[src/hw/rtl/pce_pkg.sv]
// Shared types and constants for the polyline coordinate encoder.
// No dependencies; used by every module of the block.
`timescale 1ns / 1ps

package pce_pkg;

  localparam int unsigned LAT_W  = 25;
  localparam int unsigned LNG_W  = 26;
  localparam int unsigned NUM_W  = 30;
  localparam int unsigned CHAR_W = 7;
  localparam int unsigned CHUNK_BITS = 5;

  localparam logic signed [LAT_W-1:0] LAT_MAX = 25'sd9000000;
  localparam logic signed [LAT_W-1:0] LAT_MIN = -25'sd9000000;
  localparam logic signed [LNG_W-1:0] LNG_MAX = 26'sd18000000;
  localparam logic signed [LNG_W-1:0] LNG_MIN = -26'sd18000000;

  localparam logic [CHAR_W-1:0] CONT_FLAG = 7'h20;
  localparam logic [CHAR_W-1:0] CHAR_BIAS = 7'd63;
  localparam logic [CHAR_W-1:0] BACKSLASH = 7'd92;

  // req_type codes
  localparam logic REQ_POINT  = 1'b0;
  localparam logic REQ_NUMBER = 1'b1;

  // One queued job: one or two unsigned words to serialize.
  typedef struct packed {
    logic [NUM_W-1:0] word0;
    logic [NUM_W-1:0] word1;
    logic             has_word1;
  } word_pair_t;

endpackage

[src/hw/rtl/pce_front.sv]
// Front end: accepts items, saturates coordinates, forms folded deltas.
// Holds the stored previous point. Depends on pce_pkg.
`timescale 1ns / 1ps

module pce_front (
  input  logic                             clk_i,
  input  logic                             rst_ni,
  input  logic                             in_valid_i,
  output logic                             in_stall_o,
  input  logic                             req_type_i,
  input  logic                             restart_i,
  input  logic signed [pce_pkg::LAT_W-1:0] lat_e5_i,
  input  logic signed [pce_pkg::LNG_W-1:0] lng_e5_i,
  input  logic [pce_pkg::NUM_W-1:0]        unsigned_value_i,
  output logic                             push_valid_o,
  input  logic                             push_ready_i,
  output pce_pkg::word_pair_t              push_data_o
);

  logic signed [pce_pkg::LAT_W-1:0] prev_lat_q, prev_lat_d;
  logic signed [pce_pkg::LNG_W-1:0] prev_lng_q, prev_lng_d;
  logic signed [pce_pkg::LAT_W-1:0] lat_sat, lat_base;
  logic signed [pce_pkg::LNG_W-1:0] lng_sat, lng_base;
  logic signed [pce_pkg::LAT_W:0]   d_lat;
  logic signed [pce_pkg::LNG_W:0]   d_lng;
  logic [pce_pkg::LAT_W+1:0]        fold_lat;
  logic [pce_pkg::LNG_W+1:0]        fold_lng;
  logic                             accept;

  assign in_stall_o   = !push_ready_i;
  assign push_valid_o = in_valid_i;
  assign accept       = in_valid_i && push_ready_i;

  always_comb begin
    if (lat_e5_i > pce_pkg::LAT_MAX) begin
      lat_sat = pce_pkg::LAT_MAX;
    end else if (lat_e5_i < pce_pkg::LAT_MIN) begin
      lat_sat = pce_pkg::LAT_MIN;
    end else begin
      lat_sat = lat_e5_i;
    end
    if (lng_e5_i > pce_pkg::LNG_MAX) begin
      lng_sat = pce_pkg::LNG_MAX;
    end else if (lng_e5_i < pce_pkg::LNG_MIN) begin
      lng_sat = pce_pkg::LNG_MIN;
    end else begin
      lng_sat = lng_e5_i;
    end
    lat_base = restart_i ? '0 : prev_lat_q;
    lng_base = restart_i ? '0 : prev_lng_q;
    d_lat = {lat_sat[pce_pkg::LAT_W-1], lat_sat} - {lat_base[pce_pkg::LAT_W-1], lat_base};
    d_lng = {lng_sat[pce_pkg::LNG_W-1], lng_sat} - {lng_base[pce_pkg::LNG_W-1], lng_base};
    // zigzag fold: result is non-negative, top bit always clear
    fold_lat = {d_lat, 1'b0} ^ {(pce_pkg::LAT_W+2){d_lat[pce_pkg::LAT_W]}};
    fold_lng = {d_lng, 1'b0} ^ {(pce_pkg::LNG_W+2){d_lng[pce_pkg::LNG_W]}};
  end

  always_comb begin
    prev_lat_d = prev_lat_q;
    prev_lng_d = prev_lng_q;
    unique case (req_type_i)
      pce_pkg::REQ_NUMBER: begin
        push_data_o.word0     = unsigned_value_i;
        push_data_o.word1     = '0;
        push_data_o.has_word1 = 1'b0;
      end
      default: begin
        push_data_o.word0     = pce_pkg::NUM_W'(fold_lat);
        push_data_o.word1     = pce_pkg::NUM_W'(fold_lng);
        push_data_o.has_word1 = 1'b1;
        if (accept) begin
          prev_lat_d = lat_sat;
          prev_lng_d = lng_sat;
        end
      end
    endcase
  end

  always_ff @(posedge clk_i or negedge rst_ni) begin
    if (!rst_ni) begin
      prev_lat_q <= '0;
      prev_lng_q <= '0;
    end else begin
      prev_lat_q <= prev_lat_d;
      prev_lng_q <= prev_lng_d;
    end
  end

  a_prev_in_range: assert property (@(posedge clk_i) disable iff (!rst_ni)
    (prev_lat_q <= pce_pkg::LAT_MAX) && (prev_lat_q >= pce_pkg::LAT_MIN) &&
    (prev_lng_q <= pce_pkg::LNG_MAX) && (prev_lng_q >= pce_pkg::LNG_MIN))
    else $error("stored point out of range");

endmodule

[src/hw/rtl/pce_queue.sv]
// Two-entry job queue between front end and character serializer.
// Depends on pce_pkg for the job type.
`timescale 1ns / 1ps

module pce_queue (
  input  logic                clk_i,
  input  logic                rst_ni,
  input  logic                push_valid_i,
  output logic                push_ready_o,
  input  pce_pkg::word_pair_t push_data_i,
  output logic                pop_valid_o,
  input  logic                pop_ready_i,
  output pce_pkg::word_pair_t pop_data_o
);

  pce_pkg::word_pair_t mem_q [2];
  logic       wr_ptr_q, rd_ptr_q;
  logic [1:0] count_q;
  logic       do_push, do_pop;

  assign push_ready_o = (count_q != 2'd2);
  assign pop_valid_o  = (count_q != 2'd0);
  assign pop_data_o   = mem_q[rd_ptr_q];
  assign do_push      = push_valid_i && push_ready_o;
  assign do_pop       = pop_valid_o && pop_ready_i;

  always_ff @(posedge clk_i) begin
    if (do_push) begin
      mem_q[wr_ptr_q] <= push_data_i;
    end
  end

  always_ff @(posedge clk_i or negedge rst_ni) begin
    if (!rst_ni) begin
      wr_ptr_q <= 1'b0;
      rd_ptr_q <= 1'b0;
      count_q  <= 2'd0;
    end else begin
      if (do_push) begin
        wr_ptr_q <= !wr_ptr_q;
      end
      if (do_pop) begin
        rd_ptr_q <= !rd_ptr_q;
      end
      count_q <= count_q + {1'b0, do_push} - {1'b0, do_pop};
    end
  end

  a_count_bound: assert property (@(posedge clk_i) disable iff (!rst_ni)
    count_q <= 2'd2)
    else $error("queue count overflow");

endmodule

[src/hw/rtl/pce_back.sv]
// Back end: serializes queued words into 5-bit chunk characters, one per cycle
// unless stalled or idle, with optional backslash doubling. Depends on pce_pkg.
`timescale 1ns / 1ps

module pce_back (
  input  logic                        clk_i,
  input  logic                        rst_ni,
  input  logic                        escape_i,
  input  logic                        pop_valid_i,
  output logic                        pop_ready_o,
  input  pce_pkg::word_pair_t         pop_data_i,
  output logic                        out_valid_o,
  input  logic                        out_stall_i,
  output logic [pce_pkg::CHAR_W-1:0]  out_char_o,
  output logic                        last_o
);

  typedef enum logic [1:0] {
    ST_IDLE,
    ST_EMIT,
    ST_DUP
  } state_e;

  state_e                      state_q, state_d;
  logic [pce_pkg::NUM_W-1:0]   word_q, word_d;
  logic [pce_pkg::NUM_W-1:0]   second_q, second_d;
  logic                        has2_q, has2_d;
  logic                        out_valid_q, out_valid_d;
  logic [pce_pkg::CHAR_W-1:0]  out_char_q, out_char_d;
  logic                        out_last_q, out_last_d;
  logic                        out_ready;
  logic                        final_chunk;
  logic [pce_pkg::CHAR_W-1:0]  chunk_char;
  logic                        advance;

  assign out_ready   = !out_valid_q || !out_stall_i;
  assign pop_ready_o = (state_q == ST_IDLE);
  assign final_chunk = (word_q[pce_pkg::NUM_W-1:pce_pkg::CHUNK_BITS] == '0);
  assign chunk_char  = {2'b00, word_q[pce_pkg::CHUNK_BITS-1:0]} + pce_pkg::CHAR_BIAS;

  always_comb begin
    state_d     = state_q;
    word_d      = word_q;
    second_d    = second_q;
    has2_d      = has2_q;
    out_valid_d = out_valid_q;
    out_char_d  = out_char_q;
    out_last_d  = out_last_q;
    advance     = 1'b0;

    unique case (state_q)
      ST_IDLE: begin
        if (out_ready) begin
          out_valid_d = 1'b0;
        end
        if (pop_valid_i) begin
          word_d   = pop_data_i.word0;
          second_d = pop_data_i.word1;
          has2_d   = pop_data_i.has_word1;
          state_d  = ST_EMIT;
        end
      end
      ST_EMIT: begin
        if (out_ready) begin
          out_valid_d = 1'b1;
          if (!final_chunk) begin
            out_char_d = {2'b01, word_q[pce_pkg::CHUNK_BITS-1:0]} + pce_pkg::CHAR_BIAS;
            out_last_d = 1'b0;
            word_d     = word_q >> pce_pkg::CHUNK_BITS;
          end else if (escape_i && (chunk_char == pce_pkg::BACKSLASH)) begin
            // first copy of an escaped backslash; never carries last
            out_char_d = chunk_char;
            out_last_d = 1'b0;
            state_d    = ST_DUP;
          end else begin
            out_char_d = chunk_char;
            out_last_d = !has2_q;
            advance    = 1'b1;
          end
        end
      end
      ST_DUP: begin
        if (out_ready) begin
          out_valid_d = 1'b1;
          out_char_d  = pce_pkg::BACKSLASH;
          out_last_d  = !has2_q;
          advance     = 1'b1;
        end
      end
      default: begin
        state_d = ST_IDLE;
      end
    endcase

    if (advance) begin
      if (has2_q) begin
        word_d  = second_q;
        has2_d  = 1'b0;
        state_d = ST_EMIT;
      end else begin
        state_d = ST_IDLE;
      end
    end
  end

  always_ff @(posedge clk_i or negedge rst_ni) begin
    if (!rst_ni) begin
      state_q     <= ST_IDLE;
      out_valid_q <= 1'b0;
    end else begin
      state_q     <= state_d;
      out_valid_q <= out_valid_d;
    end
  end

  always_ff @(posedge clk_i) begin
    word_q     <= word_d;
    second_q   <= second_d;
    has2_q     <= has2_d;
    out_char_q <= out_char_d;
    out_last_q <= out_last_d;
  end

  assign out_valid_o = out_valid_q;
  assign out_char_o  = out_char_q;
  assign last_o      = out_last_q;

  a_dup_holds_first_copy: assert property (@(posedge clk_i) disable iff (!rst_ni)
    (state_q == ST_DUP) |-> (out_valid_q && (out_char_q == pce_pkg::BACKSLASH) && !out_last_q))
    else $error("escape copy pending without first backslash in output");

  a_char_printable: assert property (@(posedge clk_i) disable iff (!rst_ni)
    out_valid_q |-> (out_char_q >= pce_pkg::CHAR_BIAS))
    else $error("output character below bias");

  a_dup_needs_escape: assert property (@(posedge clk_i) disable iff (!rst_ni)
    ((state_q == ST_EMIT) && out_ready && final_chunk &&
     (chunk_char == pce_pkg::BACKSLASH) && escape_i) |=> (state_q == ST_DUP))
    else $error("escaped backslash not doubled");

endmodule

[src/hw/rtl/polyline_coordinate_encoder_top.sv]
// Polyline coordinate encoder top level: escape register, front end, job queue
// and character serializer. Depends on pce_pkg, pce_front, pce_queue, pce_back.
`timescale 1ns / 1ps

// Usage:
//   Input channel (in_valid_i / in_stall_o): a point (req_type 0) carries
//   lat_e5_i / lng_e5_i, a number (req_type 1) carries unsigned_value_i.
//   A transaction completes when in_valid_i is high and in_stall_o is low.
//   Output channel (out_valid_o / out_stall_i): one encoded character per
//   transaction, last_o set on the final character of each input item.
//   escape_backslash_we_i writes escape_backslash_i; change it only while idle.
// Order: an accepted item is first written into the job queue, then loaded into
//   the serializer, whose output register then holds its first character.
// Throughput: one character per cycle while the output is not stalled, plus an
//   idle step to load each job into the serializer (doubled backslashes add
//   characters). The serializer's single output register sets this pace; a
//   two-entry queue lets the front accept ahead.
// Reset: stored point clears to zero, escaping is enabled, queue and output
//   empty. When the receiver stalls, the held character stays put, the
//   serializer waits, and the queue fills until in_stall_o rises.

module polyline_coordinate_encoder_top (
  input  logic                              clk_i,
  input  logic                              rst_ni,
  input  logic                              escape_backslash_we_i,
  input  logic                              escape_backslash_i,
  input  logic                              in_valid_i,
  output logic                              in_stall_o,
  input  logic                              req_type_i,
  input  logic                              restart_i,
  input  logic signed [pce_pkg::LAT_W-1:0]  lat_e5_i,
  input  logic signed [pce_pkg::LNG_W-1:0]  lng_e5_i,
  input  logic [pce_pkg::NUM_W-1:0]         unsigned_value_i,
  output logic                              out_valid_o,
  input  logic                              out_stall_i,
  output logic [pce_pkg::CHAR_W-1:0]        out_char_o,
  output logic                              last_o
);

  logic                escape_q;
  logic                push_valid, push_ready;
  pce_pkg::word_pair_t push_data;
  logic                pop_valid, pop_ready;
  pce_pkg::word_pair_t pop_data;

  always_ff @(posedge clk_i or negedge rst_ni) begin
    if (!rst_ni) begin
      escape_q <= 1'b1;
    end else if (escape_backslash_we_i) begin
      escape_q <= escape_backslash_i;
    end
  end

  pce_front u_front (
    .clk_i            (clk_i),
    .rst_ni           (rst_ni),
    .in_valid_i       (in_valid_i),
    .in_stall_o       (in_stall_o),
    .req_type_i       (req_type_i),
    .restart_i        (restart_i),
    .lat_e5_i         (lat_e5_i),
    .lng_e5_i         (lng_e5_i),
    .unsigned_value_i (unsigned_value_i),
    .push_valid_o     (push_valid),
    .push_ready_i     (push_ready),
    .push_data_o      (push_data)
  );

  pce_queue u_queue (
    .clk_i        (clk_i),
    .rst_ni       (rst_ni),
    .push_valid_i (push_valid),
    .push_ready_o (push_ready),
    .push_data_i  (push_data),
    .pop_valid_o  (pop_valid),
    .pop_ready_i  (pop_ready),
    .pop_data_o   (pop_data)
  );

  pce_back u_back (
    .clk_i       (clk_i),
    .rst_ni      (rst_ni),
    .escape_i    (escape_q),
    .pop_valid_i (pop_valid),
    .pop_ready_o (pop_ready),
    .pop_data_i  (pop_data),
    .out_valid_o (out_valid_o),
    .out_stall_i (out_stall_i),
    .out_char_o  (out_char_o),
    .last_o      (last_o)
  );

endmodule

[config.mk]
export PLATFORM = sky130hd
export DESIGN_NAME = polyline_coordinate_encoder_top
export DESIGN_NICKNAME = d
export VERILOG_FILES = /design/src/hw/rtl/pce_pkg.sv /design/src/hw/rtl/pce_front.sv /design/src/hw/rtl/pce_queue.sv /design/src/hw/rtl/pce_back.sv /design/src/hw/rtl/polyline_coordinate_encoder_top.sv
export SDC_FILE = /design/constraint.sdc
export NUM_CORES = 1
export LEC_CHECK = 0
export ABC_AREA = 1
export BUFFER_PORTS_ARGS = -buffer_cell sky130_fd_sc_hd__buf_2
export CORE_ASPECT_RATIO = 0.6
export CORE_UTILIZATION = 50
export DETAILED_ROUTE_END_ITERATION = 10
export MAX_ROUTING_LAYER = met4
export PLACE_DENSITY = 0.7
export SYNTH_ARGS = -nofsm -noshare
export SYNTH_HDL_FRONTEND = slang
export SYNTH_SLANG_ARGS = --single-unit
[constraint.sdc]
create_clock -name clk_i -period 3.9 [get_ports clk_i]
set_clock_uncertainty 0.2 [all_clocks]
set_input_delay 0.39 -clock clk_i [delete_from_list [all_inputs] [get_ports clk_i]]
set_output_delay 0.39 -clock clk_i [all_outputs]
set_load 0.005 [all_outputs]
After elaboration in Yosys (flattened, before gate mapping)
Memory sizes are Yosys's and may differ from the RTL's.
Index checks and enable logic that the tools add are counted.
Widths: inputs -> output; s select.
- memories: 1
- word-level logic and storage cells: 104
- bits in latches: 0
- bits in read-only memories: 0
- memory bits (writable): 122
- bits of input ports: 89
- register bits after elaboration: 128
- output and inout port bits: 10
- memory list (name ; depth ; width ; rd ports ; clocked after Yosys merged registers in ; wr ports ; RTL line ; text):
    u_queue.mem_q ; 2 ; 61 ; 1 ; 0 ; 1 ; pce_queue.sv:16 ; pce_pkg::word_pair_t mem_q [2];
- eq/ne operators: 13
- order comparisons: 4
- add/subtract/negate cells: 6
- reduce and logical (&&, ||, !) cells: 21
- shift operators: 0
- $mul: 0
- div/mod/pow operators: 0
- bitwise operators: 3
- muxes and demuxes: 43
- operators by type and width (operator ; number):
    $mux 30 ; 5
    $mux 26 ; 3
    $mux 25 ; 3
    $mux 61 ; 1
    $pmux 30 s2 ; 1
    $xor 28x28->28 ; 1
    $sub 26x26->27 ; 1
    $xor 27x27->27 ; 1
    $gt 26x26->1 const B ; 1
    $lt 26x26->1 const B ; 1
    $sub 25x25->26 ; 1
    $gt 25x25->1 const B ; 1
    $logic_not 25->1 ; 1
    $lt 25x25->1 const B ; 1
    $mux 7 ; 3
    $mux 1 ; 17
    $pmux 7 s2 ; 1
    $ne 3x1->1 const B ; 4
    $mux 2 ; 5
    $ne 2x1->1 const B ; 5
    $add 5x6->7 const B ; 1
    $add 6x6->7 const B ; 1
    $eq 7x7->1 const B ; 1
    $logic_not 1->1 ; 6
    16 further kinds ; 24

Logic depth before layout (Yosys ltp)
Gate-level depths: netlist of run 1.
- word-level depth: 9
- mapped depth: 31
- gate-level depth less buffers: 29

By module
Synthesis of run 1 repeated with hierarchy kept, for this count alone.
- cells, all modules: 2275
- area, all modules: 16387.0 µm²
- by module, submodules not included (module ; times used ; cells each ; sequential area each (µm²) ; area an instance (µm²)):
    pce_front ; 1 ; 1410 ; 1276.2 ; 7822.5
    pce_queue ; 1 ; 350 ; 3763.6 ; 4694.5
    pce_back ; 1 ; 510 ; 1836.8 ; 3828.7
    polyline_coordinate_encoder_top ; 1 ; 5 ; 26.3 ; 41.3

Least setup slack after synthesis of run 1
Ideal clock, no wire load.
- path type: input to register
- start point: in lng_e5_i[10] (netlist name)
- end point: mem u_queue.mem_q[0][6] (netlist name), data pin
- arrival: 4064 ps
- library setup time: 258 ps
- cell stages on the path: 26
- path slack: -622 ps
- required time: 3442 ps
- path buffers: 2
- cell sequence: inv_1 > o41ai_1 > a21oi_1 > o21ai_0 > nand2_1 > nand2_1 > nand3_1 > a21oi_1 > o21ai_0 > ha_1 > clkbuf_1 > or2_2 > nand2_1 > inv_1 > ha_1 > nand2_1 > o21ai_0 > a21oi_1 > nor2_1 > a211oi_1 > nand2_2 > nand2_2 > nand2_4 > buf_6 > a21oi_1 > nor2_1
- RTL lines (item ; RTL line ; text):
    start: declaration ; polyline_coordinate_encoder_top.sv:32 ; input logic signed [pce_pkg::LNG_W-1:0] lng_e5_i,
    end: declaration ; pce_queue.sv:16 ;

==> qor.txt, run 1 <==
====================================================================================================
Status                                                                                  complete, but fails checks
Violated checks                                                                         negative setup slack
FF+latch count, synth                                                                            241
Clk Tree Root Cell                                                                      sky130_fd_sc_hd__clkbuf_16
Clock-pin slew reported for the worst setup and hold paths after clock tree synthesis        0.06 ns
Kind of end point of the critical path                                                          flop
Vias                                                                                           16.0k
Count of different cell masters after synthesis                                                   52
Worst Setup Path Type                                                                   input port to flop
Slowest cell on the critical path                                                       sky130_fd_sc_hd__fa_2
Antenna diode count                                                                                0
Smallest hold slack                                                                       0.00457 ns
Worst slew pin tran                                                                         0.869 ns
Die Footprint                                                                              31300 um2
Number of buffers inserted during clock tree synthesis                                            24
Number of antenna-violating nets in the routed design                                              0
Iteration-0 DRC count of the detailed router                                                    1572
Final cycle utilization of the critical path                                                    103%
Synth area leaders                                                                      sky130_fd_sc_hd__edfxtp_1 (30%), sky130_fd_sc_hd__nand2_1 (18%), sky130_fd_sc_hd__dfrtp_1 (9.5%)
Setup WS post-layout                                                                       -0.110 ns
DR pass1 iterations                                                                                6
CTS H-tree lvls                                                                                    1
Number of buffers between clock root and the deepest sink                                          3
Total non-filler cell area in the finished layout                                          21600 um2
Startpoint Class                                                                          input port
Sequential element share of the synthesized area                                               43.4%
Share of post-route cells with drive strength above 1                                          33.3%
Most used cell along the critical path                                                  sky130_fd_sc_hd__nand2_2
Half-perimeter wire length after detailed placement                                         37100 um
Number of remaining DRC errors                                                                     0
Number of placed I/O pins                                                                         99
Final layout net count                                                                          2672
TritonCTS Sinks                                                                                  241
Warnings, synthesis                                                                                0
Achievable Freq                                                                            0.249 GHz
Number of violations of the max-capacitance limit                                                  0
Effective utilization at floorplan                                                             50.9%
Area delta synth->final                                                                        40.9%
Crit path DAT                                                                                4.19 ns
Crit path required time                                                                      4.08 ns
Die boundary width                                                                            228 um
Placed instance area                                                                       18700 um2
First-pass GRT wire length                                                                  78100 um
Row count                                                                                         49
Final-report max-slew violation count                                                              0
Overflow left after global routing                                                                 0
Setup violations, final                                                                           88
CTS tree                                                                                        done
Area of the mapped netlist                                                                 15300 um2
Initial antenna violation count                                                                    0
Latest clock arrival within the worst-skew pair                                              0.54 ns
Cell accounting for the most synthesized area                                           sky130_fd_sc_hd__edfxtp_1
Synthesized Nets                                                                                2208
Fillers                                                                                         2337
Global placement routability congestion                                                        0.984
Buffers on Ports                                                                                  98
Cell Pwr Density                                                                          714 nW/um2
Mean instance size in the synthesized netlist                                               7.44 um2
Vias in the first global route                                                                 14.7k
Count of mapped cells out of synthesis                                                          2056
Detailed-route vias per instance                                                                5.43
RSZ-0062 raised after global routing                                                             yes
Count of final hold-check violations                                                               0
Fraction of post-synthesis cell area in the top cell type by area                              29.6%
Total wire length                                                                           52100 um
Worst slew margin                                                                              41.5%
Routed length per placed instance                                                            17.7 um
Worst VDD drop                                                                              0.406 mV
Pin count of the biggest net entering global routing                                              63
Die Height                                                                                    137 um
Tmin final                                                                                   4.01 ns
Class of the most critical hold timing path                                             input port to flop
Leakage power of the design                                                                  10.1 nW
All-layer global routing usage                                                                 32.7%
Core Box Area                                                                              30000 um2
Crit-path max cell delay                                                                     0.37 ns
CP max FO                                                                                          6
====================================================================================================
==> timing repair <==
| item | in CTS | in global routing |
|---|---|---|
| hold buffers | 18 | 0 |
| endpoints found under the setup margin | 88 | 106 |
| cloned | 2 | 5 |
| pin swaps | 17 | 111 |
| gates resized for setup | 44 | 291 |
| endpoints found under the hold margin | 51 | 0 |
| buffers inserted | 14 | 30 |
==> kinds of logic (layout without fill, tap and decap cells) <==
kind of cell             after synthesis  count (layout)  synth area share, %
multiplexers                           6               6                0.401
adder cells (fa/ha/maj)               63              63                 5.25
buffers and inverters                276             756                 7.26
AND/OR/NAND/NOR                     1215            1217                 33.5
AO/OA/AOI/OAI                        224             224                 8.50
flip-flops                           241             241                 43.4
XOR/XNOR                              31              31                 1.77
==> cell usage after synthesis (all sizes together) <==
| cell type | count |
|---|---|
| ha | 61 |
| and2 | 2 |
| or4 | 1 |
| nor4 | 8 |
| fa | 2 |
| mux2i | 5 |
| o41ai | 1 |
| mux2 | 1 |
| nor3 | 17 |
| o31ai | 2 |
| clkbuf | 41 |
| nand3 | 125 |
| and3 | 1 |
| edfxtp | 151 |
| nand4 | 25 |
| a211oi | 6 |
| dfstp | 1 |
| a31oi | 13 |
| o32ai | 2 |
| o21ai | 82 |
| inv | 210 |
| or2 | 21 |
| a21oi | 76 |
| buf | 20 |
| a22oi | 2 |
| or3 | 1 |
| nand2 | 756 |
| xor2 | 18 |
| dfxtp | 31 |
| xnor2 | 13 |
| dfrtp | 58 |
| a41oi | 17 |
| clkinv | 5 |
| o21bai | 3 |
| a221oi | 1 |
| nor2 | 248 |
| a21o | 1 |
| o211ai | 18 |
| nand3b | 10 |
==> sequential cells by signal, indices dropped and copies added (netlist names) <==
| register | flops |
|---|---|
| u_back.out_valid_o | 1 |
| u_back.out_char_o | 7 |
| u_front.prev_lat_q | 25 |
| u_back.last_o | 1 |
| u_back.state_q | 2 |
| u_queue.mem_q | 116 |
| u_back.word_q | 30 |
| u_back.second_q | 27 |
| u_back.has2_q | 1 |
| u_queue.count_q | 2 |
| u_queue.wr_ptr_q | 1 |
| u_front.prev_lng_q | 26 |
| escape_q | 1 |
| u_queue.rd_ptr_q | 1 |
==> cell type report <==
| cell class | instances | area, um2 | area share (%) |
|---|---|---|---|
| multi-input cells | 1541 | 8960 | 41.6 |
| flip-flops and latches | 241 | 6630 | 30.8 |
| repair inverters | 2 | 15.0 | 0.0697 |
| well taps | 408 | 510 | 2.37 |
| clock buffers | 40 | 702 | 3.26 |
| clock inverters | 4 | 98.8 | 0.459 |
| repair buffers | 495 | 3790 | 17.6 |
| inverters | 215 | 847 | 3.93 |
==> stage by stage <==
stage          cells  power [W]  TNS [ns]  util [%]  setup slack (ns)
6_report        2946     0.0154     -4.16      71.8            -0.110
5_1_grt         2946     0.0163    -28.83      71.8            -0.384
3_5_place_dp    2835     0.0114    -72.46      62.4            -0.938
3_3_place_gp    2835     0.0112    -66.22      62.4            -0.887
2_1_floorplan   2056    0.00857    -11.30         -            -0.249
4_1_cts         2912     0.0141         0      66.8           0.00260
==> per-layer routing <==
layer	up-vias	share of wire (%)	GRT usage (%)
met5	-	0	-
met4	0	2.3	6.79
met3	95	8.8	5.42
met2	695	44	49.8
met1	7555	45	45.9
li1	7640	-	-
==> cell usage in the layout, fill, tap and decap left out, drive strengths merged, types with 2 or more instances in the layout <==
| master | count |
|---|---|
| nand2 | 758 |
| buf | 476 |
| nor2 | 248 |
| inv | 212 |
| edfxtp | 151 |
| nand3 | 125 |
| o21ai | 82 |
| a21oi | 76 |
| ha | 61 |
| dfrtp | 58 |
| clkbuf | 41 |
| dfxtp | 31 |
| nand4 | 25 |
| or2 | 21 |
| o211ai | 18 |
| dlygate4sd3 | 18 |
| xor2 | 18 |
| a41oi | 17 |
| nor3 | 17 |
| a31oi | 13 |
| xnor2 | 13 |
| nand3b | 10 |
| nor4 | 8 |
| clkinv | 6 |
| a211oi | 6 |
| mux2i | 5 |
| o21bai | 3 |
| bufinv | 3 |
| o31ai | 2 |
| a22oi | 2 |
| o32ai | 2 |
| fa | 2 |
| and2 | 2 |
==> path summary, 6_finish.rpt <==
check                      cells after the start  slack (ns)                    from                     end
min                                            3       0.005    unsigned_value_i[25]    u_queue.mem_q[0][56]
min in group asynchronous                      2        0.25                  rst_ni  u_front.prev_lat_q[13]
max in group asynchronous                      3        2.38                  rst_ni  u_front.prev_lng_q[13]
max reg2reg                                   11        0.64        u_back.word_q[0]        u_back.word_q[7]
max                                           32       -0.11            lng_e5_i[10]    u_queue.mem_q[0][16]
min reg2reg                                    2        0.28  u_front.prev_lat_q[23]  u_front.prev_lat_q[23]
==> where the power goes <==
part | internal (W) | total (W) | switching (W)
registers | 0.00406 | 0.00457 | 0.000514
logic | 0.00342 | 0.00838 | 0.00496
clock network | 0.00142 | 0.00244 | 0.00101
==> worst max-delay path, delay by kind of cell <==
| family | cells | cell delay [ns] |
|---|---|---|
| buffers and inverters | 7 | 0.64 |
| AOI/OAI and AO/OA | 7 | 1.10 |
| and+or+nand+nor | 15 | 1.22 |
| adders and majority gates | 3 | 0.81 |
No activity file was read; power rests on OpenSTA's default activity.
==> run 2: changes to the inputs <==
PLACE_DENSITY = 0.68   (was 0.7)
clock period = 4.9 ns   (was 3.9 ns; I/O delays follow)
==> run 2 against run 1 <==
The run now ends clean. Worst hold slack better by 0.017 ns. First-iteration DRC count shrank 16%. Clock power shrank 22%. Count of clock-buffer cells in the layout shrank 3. Highest routed layer unchanged. Combinational power shrank 44%. Cell count fell by 11%. Design area shrank 19%. Via count fell by 13%. Non-clock buffer count down 329. Largest power group unchanged. Utilization is 14 points lower.
==> qor.txt, run 2 (same netlist as run 1, synthesis figures left out) <==
====================================================================================================
Number of buffers between clock root and the deepest sink                                          3   unchanged
Vias in the first global route                                                                 13.0k   -12%
Iteration-0 DRC count of the detailed router                                                    1318   -16%
Final layout net count                                                                          2339   -12%
Reg2Reg Setup Slack                                                                          1.56 ns   +0.92 ns
Number of antenna-violating nets in the routed design                                              0   unchanged
CTS H-tree lvls                                                                                    1   unchanged
CP max FO                                                                                         11   +5
Biggest regs                                                                            u_queue.mem_q (116), u_back.word_q (30), u_back.second_q (27)
Number of placed instances with taps included                                                   2567   -9.5%
Startpoint Class                                                                          input port
Number of remaining DRC errors                                                                     0   unchanged
Number of violations of the max-capacitance limit                                                  0   unchanged
Effective utilization at floorplan                                                             50.9%   unchanged
Global placement routability congestion                                                        0.986   +0.23%
Cell Pwr Density                                                                          590 nW/um2   -17%
Latest clock arrival within the worst-skew pair                                              0.55 ns   about the same
Setup violations, final                                                                            0   -100%
Slowest cell on the critical path                                                       sky130_fd_sc_hd__o21ai_0
Die Footprint                                                                              31300 um2   unchanged
Setup TNS                                                                                       0 ns   +4.16 ns
First-pass GRT wire length                                                                  71000 um   -9.0%
Achievable Freq                                                                            0.220 GHz
Most flop-heavy register                                                                u_queue.mem_q
CTS tree                                                                                        done
Total wire length                                                                           45300 um   -13%
Detailed-route vias per instance                                                                5.34   -1.5%
Worst slew pin tran                                                                          1.10 ns   +0.236 ns
Antenna diode count                                                                                0   unchanged
Number of placed I/O pins                                                                         99   unchanged
Leading cell types in the layout, fill and taps excluded                                sky130_fd_sc_hd__nand2_1 (727), sky130_fd_sc_hd__nor2_1 (235), sky130_fd_sc_hd__inv_1 (205)
Routed length per placed instance                                                            17.3 um   -2.0%
All-layer global routing usage                                                                 30.1%   -2.6 points
Power after layout                                                                          0.0103 W   -33%
Final cycle utilization of the critical path                                                   92.9%
Clk Tree Root Cell                                                                      sky130_fd_sc_hd__clkbuf_16
Worst slew margin                                                                              26.2%   -15 points
Cell Count, Final, Fillers Out                                                                  2613   -11%
Worst VDD drop                                                                              0.358 mV   -12%
Class of the most critical hold timing path                                             input port to flop
Leakage power of the design                                                                  8.16 nW   -19%
Family with the most delay on the worst path                                            compound AO/OA/AOI/OAI gates
RSZ-0062 raised after global routing                                                              no
TritonCTS Sinks                                                                                  241   unchanged
Number of buffers inserted during clock tree synthesis                                            24   unchanged
DR pass1 iterations                                                                                6   unchanged
Count of final hold-check violations                                                               0   unchanged
Crit-path max cell delay                                                                     0.34 ns   -0.03 ns
Share of post-route cells with drive strength above 1                                          12.8%   -21 points
Die boundary width                                                                            228 um   unchanged
Status                                                                                  complete, no violations
Tmin final                                                                                   4.55 ns
Area delta synth->final                                                                        13.5%
Worst setup slack after placement                                                          -0.132 ns   +0.806 ns
Most used cell along the critical path                                                  sky130_fd_sc_hd__nand2_1
Vias                                                                                           14.0k   -13%
Worst Setup Path Type                                                                   input port to flop
Buffer and inverter count on the worst path                                                        4   -3
Pin count of the biggest net entering global routing                                              55   -13%
Placed instance area                                                                       16500 um2   -12%
Post-CTS Setup Inserts                                                                             0   -14
Crit path DAT                                                                                4.73 ns   +0.54 ns
Setup WS post-layout                                                                        0.348 ns   +0.457 ns
Kind of end point of the critical path                                                          flop
Core Box Area                                                                              30000 um2   unchanged
Total non-filler cell area in the finished layout                                          17400 um2   -19%
Final-report max-slew violation count                                                              0   unchanged
Flip-flop count of the largest register, all copies and words added                              116   unchanged
Initial antenna violation count                                                                    0   unchanged
Row count                                                                                         49   unchanged
Buffers on Ports                                                                                  98   unchanged
Commonest non-fill, non-tap cell in the layout                                          sky130_fd_sc_hd__nand2_1
Clock-pin slew reported for the worst setup and hold paths after clock tree synthesis        0.06 ns   about the same
Overflow left after global routing                                                                 0   unchanged
Crit path required time                                                                      5.08 ns   +1.00 ns
Die Height                                                                                    137 um   unchanged
Half-perimeter wire length after detailed placement                                         34500 um   -7.2%
====================================================================================================
[run 2: through the flow]
stage | hold WS [ns] | utilization, %
after floorplan | -0.00559 | -
after global placement | 0.178 | 55.0
after detailed placement | 0.188 | 55.0
after CTS | 0.00789 | 57.8
after global routing | 0.0189 | 57.8
final | 0.0218 | 57.8
[run 2: final timing paths]
kind | startpoint | endpoint | depth (start not counted)
worst max-delay path | lat_e5_i[6] | u_queue.mem_q[1][46] | 27
worst min-delay path | escape_backslash_we_i | escape_q | 2
worst max register to register | u_back.word_q[11] | u_back.word_q[22] | 9
worst min register to register | u_front.prev_lat_q[22] | u_front.prev_lat_q[22] | 2
max in group asynchronous | rst_ni | u_queue.rd_ptr_q | 3
min in group asynchronous | rst_ni | u_front.prev_lat_q[8] | 2
[run 2: report_power, final]
group	switching, W	leakage (nW)	internal (W)
combinational	0.00311	5.36	0.00159
sequential	0.000420	2.42	0.00322
clock	0.000807	0.389	0.00111
[run 2: timing repair]
action,CTS,global route
hold buffers,2,0
hold endpoints to repair,8,0
gates resized for setup,0,3
endpoints found under the setup margin,0,58
[run 2: metal layers]
| layer | vias up | track usage, % | part of all wire (%) |
|---|---|---|---|
| met4 | 0 | 6.61 | 1.8 |
| met3 | 50 | 5.82 | 8.3 |
| met5 | - | - | 0 |
| met1 | 6483 | 43.7 | 49 |
| li1 | 6967 | - | - |
| met2 | 465 | 43.2 | 41 |
[run 2: final cells by class]
class	instances	area, um2
well taps	408	510
inverters	215	807
repair buffers	166	1020
clock buffers	37	711
flip-flops and latches	241	6630
multi-input cells	1539	7590
fillers	2860	12700
clock inverters	7	90.1
